## config.mk

```make
export PLATFORM = sky130hd
export DESIGN_NAME = vurp_queue
export DESIGN_NICKNAME = d
export VERILOG_FILES = /design/src/sv/vurp_pkg.sv /design/src/sv/vurp_queue.sv
export SDC_FILE = /design/constraint.sdc
export NUM_CORES = 1
export LEC_CHECK = 0
export BUFFER_PORTS_ARGS = -buffer_cell sky130_fd_sc_hd__buf_2
export CORE_MARGIN = 2
export CORE_UTILIZATION = 35
export CTS_CLUSTER_DIAMETER = 200
export CTS_CLUSTER_SIZE = 10
export DETAILED_ROUTE_END_ITERATION = 12
export PLACE_DENSITY_LB_ADDON = 0.2
export SLEW_MARGIN = 10
export SYNTH_ARGS = -nofsm -noshare
export SYNTH_HDL_FRONTEND = slang
export SYNTH_SLANG_ARGS = --single-unit
```

## constraint.sdc

```tcl
create_clock -name clk_i -period 2.2 [get_ports clk_i]
set_clock_uncertainty 0.2 [all_clocks]
set_input_delay 0.44 -clock clk_i [delete_from_list [all_inputs] [get_ports clk_i]]
set_output_delay 0.44 -clock clk_i [all_outputs]
set_load 0.1 [all_outputs]
```

## src/sv/vurp_pkg.sv

```systemverilog
// Shared types and constants of the video register port.
package vurp_pkg;
  localparam int unsigned DotsPerLineDef = 341;
  localparam int unsigned PrerenderLineDef = 261;
  localparam logic [8:0] VblankLine = 9'd241;

  localparam logic [1:0] FuncTick = 2'd0;
  localparam logic [1:0] FuncRead = 2'd1;
  localparam logic [1:0] FuncWrite = 2'd2;

  localparam logic [2:0] RegControl = 3'd0;
  localparam logic [2:0] RegStatus = 3'd2;
  localparam logic [2:0] RegScroll = 3'd5;
  localparam logic [2:0] RegAddress = 3'd6;
  localparam logic [2:0] RegData = 3'd7;

  // One classified request, handed from front to back.
  typedef struct packed {
    logic [1:0] func;
    logic [2:0] reg_sel;
    logic [7:0] write_data;
  } req_t;

  typedef struct packed {
    logic [7:0] read_data;
    logic       nmi;
    logic       vblank;
  } res_t;
endpackage

```

## src/sv/vurp_queue.sv

```systemverilog
// Two-entry request queue between the front and the back.
module vurp_queue
  import vurp_pkg::*;
(
  input  logic clk_i,
  input  logic rst_ni,
  input  logic in_valid_i,
  output logic in_ready_o,
  input  req_t in_req_i,
  output logic out_valid_o,
  input  logic out_ready_i,
  output req_t out_req_o
);
  req_t       mem_q [2];
  logic       wptr_q, rptr_q;
  logic [1:0] cnt_q;
  logic       push, pop;

  assign in_ready_o  = cnt_q != 2'd2;
  assign out_valid_o = cnt_q != 2'd0;
  assign out_req_o   = mem_q[rptr_q];
  assign push = in_valid_i && in_ready_o;
  assign pop  = out_valid_o && out_ready_i;

  always_ff @(posedge clk_i) begin
    if (push) begin
      mem_q[wptr_q] <= in_req_i;
    end
  end

  always_ff @(posedge clk_i or negedge rst_ni) begin
    if (!rst_ni) begin
      wptr_q <= 1'b0;
      rptr_q <= 1'b0;
      cnt_q  <= 2'd0;
    end else begin
      if (push) wptr_q <= ~wptr_q;
      if (pop) rptr_q <= ~rptr_q;
      cnt_q <= cnt_q + {1'b0, push} - {1'b0, pop};
    end
  end
endmodule

```

==> flow_metrics.py <==
metrics = {
    "run_status": {
        "status": "finished clean",
    },
    "logic_synthesis": {
        "ys_seq_elements": 30,
        "ys_seq_area_frac": 0.777,
        "ys_types": 15,
        "ys.flop_type": "edfxtp_1",
        "yosysMostFrequentCell": "edfxtp_1",
        "synth_top_cell_area_share": 0.689,
        "syn_avg_cell_area_um2": 19.9,
        "async_reset_ff_frac": 0.133,
        "synth_top_area_cell": "edfxtp_1",
        "synth.area.top_cells": "edfxtp_1 (69%), mux2_1 (11%), dfrtp_1 (8.8%)",
        "synth_edf_count": 26,
        "syn_area_um2": 1130,
        "postSynthNetCount": 76,
        "ys_top_cells_by_count": "edfxtp_1 (26), mux2_1 (11), dfrtp_1 (4), xnor2_1 (3)",
        "syn_inst": 57,
        "ys.warnings.count": 0,
    },
    "global_route": {
        "grt.total_usage": 0.101,
        "antenna_found_initial": 0,
        "overflow": 0,
        "grt_pass1_vias": 575,
        "grt_pass1_wl_um": 2530,
        "grt_max_degree": 15,
    },
    "clock_tree": {
        "cts.clk_slew.worst_paths_ps": 90,
        "postCtsSetupBuffers": 0,
        "htreeDepth": 2,
        "numCtsBuffers": 5,
        "clock_path_buffers": 2,
        "cts_tree": "done",
        "worstSkewPairLatency_ps": 310,
        "cts-root-buf": "clkbuf_4",
        "cts.sinks": 30,
    },
    "drt": {
        "ant_nets": 0,
        "vias": 589,
        "drtIter0Drc": 24,
        "drcViolationCount": 0,
        "routed_wl_um": 1730,
        "wire_per_inst_um": 12.2,
        "vias_per_cell": 4.15,
        "dr.pass1.iters": 4,
    },
    "critical_path": {
        "path_class": "reg2out",
        "reg2reg_depth": 7,
        "reg2reg_to": "cnt_q[1]$_DFF_PN0_",
        "r2r_slack_ps": 290,
        "crit_path_end_kind": "primary output",
        "required_ps": 1560,
        "start_kind": "register",
        "worst_ep_arrival_time_ps": 1480,
        "r2r_start": "cnt_q[1]$_DFF_PN0_",
        "critPathMaxFanout": 14,
    },
    "timing": {
        "rsz0062_at_grt": "no",
        "setup_tns_ps": 0,
        "tightest_slew_ps": 634,
        "finalHoldViolCount": 0,
        "max_slew_margin": 0.577,
        "timing.final.ws_setup_ps": 78.2,
        "finalSetupViolations": 0,
        "min_period_over_period": 0.964,
        "layout_min_cycle_time_ps": 2120,
        "slew_viol_final": 0,
        "max_freq_mhz": 471,
    },
    "layout": {
        "diodes": 0,
        "design_area_um2": 1460,
        "drive_gt1_frac": 0.459,
        "fillCellCount": 286,
        "final_nets": 116,
        "syn2layout_area_growth_pct": 28.9,
    },
    "min_path": {
        "min_to": "mem_q[1][1]$_DFFE_PP_",
        "hp-start": "in_req_i[1]",
        "holdPathStages": 1,
        "hp-class": "in2reg",
    },
    "floorplanning": {
        "start_util": 0.368,
        "die_w_um": 60.9,
        "die_area_um2": 3710,
        "die_y_um": 60.9,
        "core_region_area_um2": 3080,
        "ioPinCount": 32,
        "rows": 20,
    },
    "place": {
        "pre_cts_slack_ps": 109,
        "numPortBuffers": 31,
        "dp_hpwl_um": 1170,
        "place_congestion": 0.684,
        "placed_cell_area_um2": 1360,
    },
    "job": {
        "max_cap_violations": 0,
    },
}
## how the worst max path moves through the flow
stage                                   from  slack [ps]  depth (start not counted)                    end
after floorplan           cnt_q[0]$_DFF_PN0_          -6                          3  mem_q[0][0]$_DFFE_PP_
after global placement    rptr_q$_DFFE_PN0P_         130                          2           out_req_o[1]
after detailed placement  rptr_q$_DFFE_PN0P_         110                          2           out_req_o[1]
after CTS                 rptr_q$_DFFE_PN0P_          30                          2           out_req_o[9]
after global routing      rptr_q$_DFFE_PN0P_          10                          2           out_req_o[9]
final                     rptr_q$_DFFE_PN0P_          80                          2           out_req_o[9]
## routing by layer
layer  track usage  part of all wire
met1         0.127              0.46
met2         0.147              0.48
met3        0.0384             0.042
met4        0.0652             0.016
met5             0                 0
## cell families (layout without fill, tap and decap cells)
kind of cell             count (synthesis)  in the layout  synth area share
flip-flops                              30             30             0.777
multiplexers                            13             13             0.129
AND/OR/NAND/NOR                          6              6            0.0309
XOR/XNOR                                 4              4            0.0309
adder cells (fa/ha/maj)                  2              2            0.0221
buffers and inverters                    2             43           0.00993
## sequential cells by signal, indices dropped and copies added (netlist names)
signal and flops:
rptr_q 1, wptr_q 1, cnt_q 2, mem_q 26
## area by class of cell
class	count	area [um^2]	share of cell area
timing repair buffer	34	213	0.146
clock inverter	2	7.51	0.00514
sequential	30	885	0.605
clock buffer	6	51.3	0.0351
multi-input combinational	25	246	0.169
inverter	1	3.75	0.00257
tap	44	55.1	0.0377
## layout by cell type, fill, tap and decap left out, types with 2 or more instances in the layout
master	n
clkinv_1	2
dfrtp_1	3
buf_4	15
mux2_2	2
buf_2	18
xnor2_1	3
edfxtp_1	26
mux2_1	11
clkbuf_4	5
ha_1	2
## stage by stage
stage / hold WS, ps / utilization / std cells
2_1_floorplan: -55.6 / - / 57
3_3_place_gp: 49.6 / 0.441 / 133
3_5_place_dp: 51.2 / 0.441 / 133
4_1_cts: 95.0 / 0.475 / 142
5_1_grt: 92.9 / 0.475 / 142
6_report: 111 / 0.475 / 142
## critical path: stages, from the launching register on
cell,delay (ps)
dfrtp_4,580
mux2_1,350
buf_4,240
## repair_timing
action,4_1_cts,5_1_grt
endpoints found under the setup margin,13,0
hold buffers,1,0
hold endpoints to repair,4,0
resized for setup,15,0
Power is not shown: default switching activity piles up to over one toggle a cycle in this logic, so the estimate is an artifact.
