===== src/sv/vurp_pkg.sv =====
// Shared types and constants of the video register port.
package vurp_pkg;
  localparam int unsigned DotsPerLineDef = 341;
  localparam int unsigned PrerenderLineDef = 261;
  localparam logic [8:0] VblankLine = 9'd241;

  localparam logic [1:0] FuncTick = 2'd0;
  localparam logic [1:0] FuncRead = 2'd1;
  localparam logic [1:0] FuncWrite = 2'd2;

  localparam logic [2:0] RegControl = 3'd0;
  localparam logic [2:0] RegStatus = 3'd2;
  localparam logic [2:0] RegScroll = 3'd5;
  localparam logic [2:0] RegAddress = 3'd6;
  localparam logic [2:0] RegData = 3'd7;

  // One classified request, handed from front to back.
  typedef struct packed {
    logic [1:0] func;
    logic [2:0] reg_sel;
    logic [7:0] write_data;
  } req_t;

  typedef struct packed {
    logic [7:0] read_data;
    logic       nmi;
    logic       vblank;
  } res_t;
endpackage


===== src/sv/vurp_front.sv =====
// Front end: input register slice that accepts and packs requests.
module vurp_front
  import vurp_pkg::*;
(
  input  logic        clk_i,
  input  logic        rst_ni,
  input  logic        s_tvalid_i,
  output logic        s_tready_o,
  input  logic [10:0] s_tdata_i,
  input  logic [1:0]  s_tuser_i,
  output logic        req_valid_o,
  input  logic        req_ready_i,
  output req_t        req_o
);
  logic valid_q;
  req_t req_q;

  assign s_tready_o  = !valid_q || req_ready_i;
  assign req_valid_o = valid_q;
  assign req_o       = req_q;

  always_ff @(posedge clk_i) begin
    if (s_tvalid_i && s_tready_o) begin
      req_q <= '{func: s_tuser_i, reg_sel: s_tdata_i[2:0], write_data: s_tdata_i[10:3]};
    end
  end

  always_ff @(posedge clk_i or negedge rst_ni) begin
    if (!rst_ni) begin
      valid_q <= 1'b0;
    end else if (s_tready_o) begin
      valid_q <= s_tvalid_i;
    end
  end
endmodule


===== config.mk =====
export PLATFORM = sky130hd
export DESIGN_NAME = vurp_front
export DESIGN_NICKNAME = d
export VERILOG_FILES = /design/src/sv/vurp_pkg.sv /design/src/sv/vurp_front.sv
export SDC_FILE = /design/constraint.sdc
export NUM_CORES = 1
export LEC_CHECK = 0
export BUFFER_PORTS_ARGS = -buffer_cell sky130_fd_sc_hd__buf_4
export CORE_AREA = 2 2 39 41
export CTS_BUF_LIST = sky130_fd_sc_hd__clkbuf_8
export CTS_CLUSTER_DIAMETER = 80
export DETAILED_ROUTE_END_ITERATION = 7
export DIE_AREA = 0 0 41 43
export PLACE_DENSITY = 0.68
export SLEW_MARGIN = 20
export SYNTH_ARGS = -nofsm -noshare
export SYNTH_HDL_FRONTEND = slang
export SYNTH_SLANG_ARGS = --single-unit

===== constraint.sdc =====
create_clock -name clk_i -period 2.64 [get_ports clk_i]
set_clock_uncertainty 0.05 [all_clocks]
set_input_delay 0.132 -clock clk_i [delete_from_list [all_inputs] [get_ports clk_i]]
set_output_delay 0.132 -clock clk_i [all_outputs]
set_load 0.02 [all_outputs]

==> results.sh <==
export IMPL_placed_area_um2=697
export IMPL_antenna_found_initial=0
export IMPL_antenna_cells=0
export IMPL_fin_tns_setup_ns=0
export IMPL_fp_coreArea_mm2=0.00138
export IMPL_final_hold_viol_count=0
export IMPL_min_delay_start="s_tdata_i[9]"
export IMPL_mostFrequentLayoutCells="31 x buf_4, 13 x edfxtp_1, 4 x clkbuf_8, 2 x dlygate4sd3_1"
export IMPL_syn_to_final_growth_pct=73.8
export IMPL_final_max_slew_viol_count=0
export IMPL_first_iter_violations=0
export IMPL_layout_drive_gt1_share_pct=68.5
export IMPL_reg2reg_from="req_valid_o$_DFFE_PN0P_"
export IMPL_worst_slew_pin_slew_ns=0.165
export IMPL_synth_top_area_cell="edfxtp_1"
export IMPL_cp_data_arrival_time_ns=0.97
export IMPL_gp_congestion=0.548
export IMPL_setup_violations=0
export IMPL_root_buffer="clkbuf_8"
export IMPL_layout_commonest_cell="buf_4"
export IMPL_fin_crit_sh_pct=40.7
export IMPL_rows=14
export IMPL_path_class="flip-flop to flip-flop"
export IMPL_yosysTopAreaCellShare_pct=87.9
export IMPL_design_area_um2=772
export IMPL_synth_seq_cells=14
export IMPL_clock_latency_ns=0.24
export IMPL_ioPinCount=32
export IMPL_grt_max_degree=14
export IMPL_holdWs_ns=0.0110
export IMPL_final_nets=72
export IMPL_peakVddDrop_mv=0.354
export IMPL_yosys_warnings=0
export IMPL_run_status="completed"
export IMPL_relSlewSlack_pct=89.0
export IMPL_ys_seq_area_share_pct=93.5
export IMPL_hpwl_um=699
export IMPL_vias_per_cell=4.24
export IMPL_drc_errors=0
export IMPL_worstPathRequired_ns=2.54
export IMPL_fin_cells=70
export IMPL_grt_setup_unrepaired="no"
export IMPL_reg2reg_depth=2
export IMPL_dieWidth_um=41
export IMPL_num_vias=297
export IMPL_wl_per_cell_um=13.1
export IMPL_worstHoldPathType="primary input to flip-flop"
export IMPL_overflow=0
export IMPL_grt_pass1_wl_mm=1.26
export IMPL_syn_inst=17
export IMPL_avgSynthCellArea_um2=26.1
export IMPL_power_density_mw_per_mm2=689
export IMPL_syn_area_um2=444
export IMPL_first_pass_iters=1
export IMPL_cts_made_buffers=3
export IMPL_dieArea_mm2=0.00176
export IMPL_initial_core_util_pct=32.1
export IMPL_p_leak_nw=0.336
export IMPL_post_route_min_period_ns=1.08
export IMPL_reg2reg_setup_slack_ns=1.56
export IMPL_maxCapViolations=0
export IMPL_cpMaxStageDelayCell="dfrtp_1"
export IMPL_grt_pass1_vias=312
export IMPL_whs_path_depth=1
export IMPL_grt_total_usage_pct=11.9
export IMPL_max_freq_mhz=930
export IMPL_min_to="req_o[6]$_DFFE_PP_"
export IMPL_yosysUniqueCellTypes=5
export IMPL_wl_um=919
export IMPL_clock_path_buffers=2
export IMPL_syn_nets=34
export IMPL_r2r_end="req_o[9]$_DFFE_PP_"
export IMPL_port_buffers=31
export IMPL_cp_start_kind="flip-flop"
export IMPL_die_h_um=43
export IMPL_dp_cells=64
export IMPL_path_cells="nand2b_4, and2_4"
export IMPL_cp_end_kind="flip-flop"
export IMPL_cts_sinks=14
export IMPL_synth_area_leaders="edfxtp_1 88%, dfrtp_1 5.6%, nand2b_4 3.1%, and2_4 2.0%, nand2b_1 1.4%"
export IMPL_htreeDepth=1
export IMPL_clk_pin_slew_ns=0.05
export IMPL_ant_nets=0
export IMPL_post_cts_resized=0
export IMPL_cp_max_fo=13
export IMPL_cts_tree="built"
export IMPL_cp_slowest_stage_delay_ns=0.40
## routing by layer
| metal | wire length (um) | vias up | track usage [%] |
|---|---|---|---|
| met3 | 163 | 3 | 5.76 |
| met5 | 0 | - | 0 |
| met1 | 360 | 122 | 11.7 |
| li1 | - | 139 | - |
| met2 | 364 | 33 | 16.6 |
| met4 | 30 | 0 | 12.0 |
## worst max-delay path: cells and delay by family, from the launching register on
kind,cells,cell delay (ns)
flops,1,0.40
simple gates,2,0.32
## synth_stat cells
cell type and instances:
edfxtp_1 13, and2_4 1, dfrtp_1 1, nand2b_1 1, nand2b_4 1
## area by class of cell
cell class / instances / area (um2)
fillers: 116 / 612
multi-input cells: 3 / 28.8
clock buffers: 4 / 55.1
repair buffers: 33 / 253
flip-flops and latches: 14 / 415
well taps: 16 / 20.0
## how the worst max path moves through the flow
stage,start,end,depth (start not counted)
global route,req_valid_o$_DFFE_PN0P_,req_o[9]$_DFFE_PP_,2
global placement,req_valid_o$_DFFE_PN0P_,req_o[9]$_DFFE_PP_,2
floorplan,req_valid_o$_DFFE_PN0P_,req_o[0]$_DFFE_PP_,2
CTS,req_valid_o$_DFFE_PN0P_,req_o[9]$_DFFE_PP_,2
finish,req_valid_o$_DFFE_PN0P_,req_o[9]$_DFFE_PP_,2
detailed placement,req_valid_o$_DFFE_PN0P_,req_o[9]$_DFFE_PP_,2
## metrics by stage
stage	power, W	setup WS [ns]	utilization (%)
6_report	0.000532	1.56	55.8
3_3_place_gp	0.000329	1.58	50.4
2_1_floorplan	0.000291	1.45	-
4_1_cts	0.000538	1.55	55.1
5_1_grt	0.000554	1.51	55.8
3_5_place_dp	0.000330	1.55	50.4
## flip-flops by register name, summed over array words and instances, names as in the netlist
name	flops
req_o	13
req_valid_o	1
## kinds of logic (layout without fill, tap and decap cells)
group                  after synthesis  after routing  synth area share, %
DFF                                 14             14                 93.5
and+or+nand+nor                      3              3                 6.48
buffers and inverters                0             37                    0
## where the power goes
| group | total [W] | switching [W] | internal (W) | leakage [nW] |
|---|---|---|---|---|
| Clock | 0.000205 | 0.0000733 | 0.000132 | 0.0288 |
| Combinational | 0.0000650 | 0.0000301 | 0.0000349 | 0.173 |
| Sequential | 0.000262 | 0.00000399 | 0.000258 | 0.135 |
## timing repair
item / in CTS / in global routing
setup buffers: 0 / 0
hold buffers: 1 / 1
hold endpoints to repair: 1 / 1
Power figures use the tool's default switching activity.
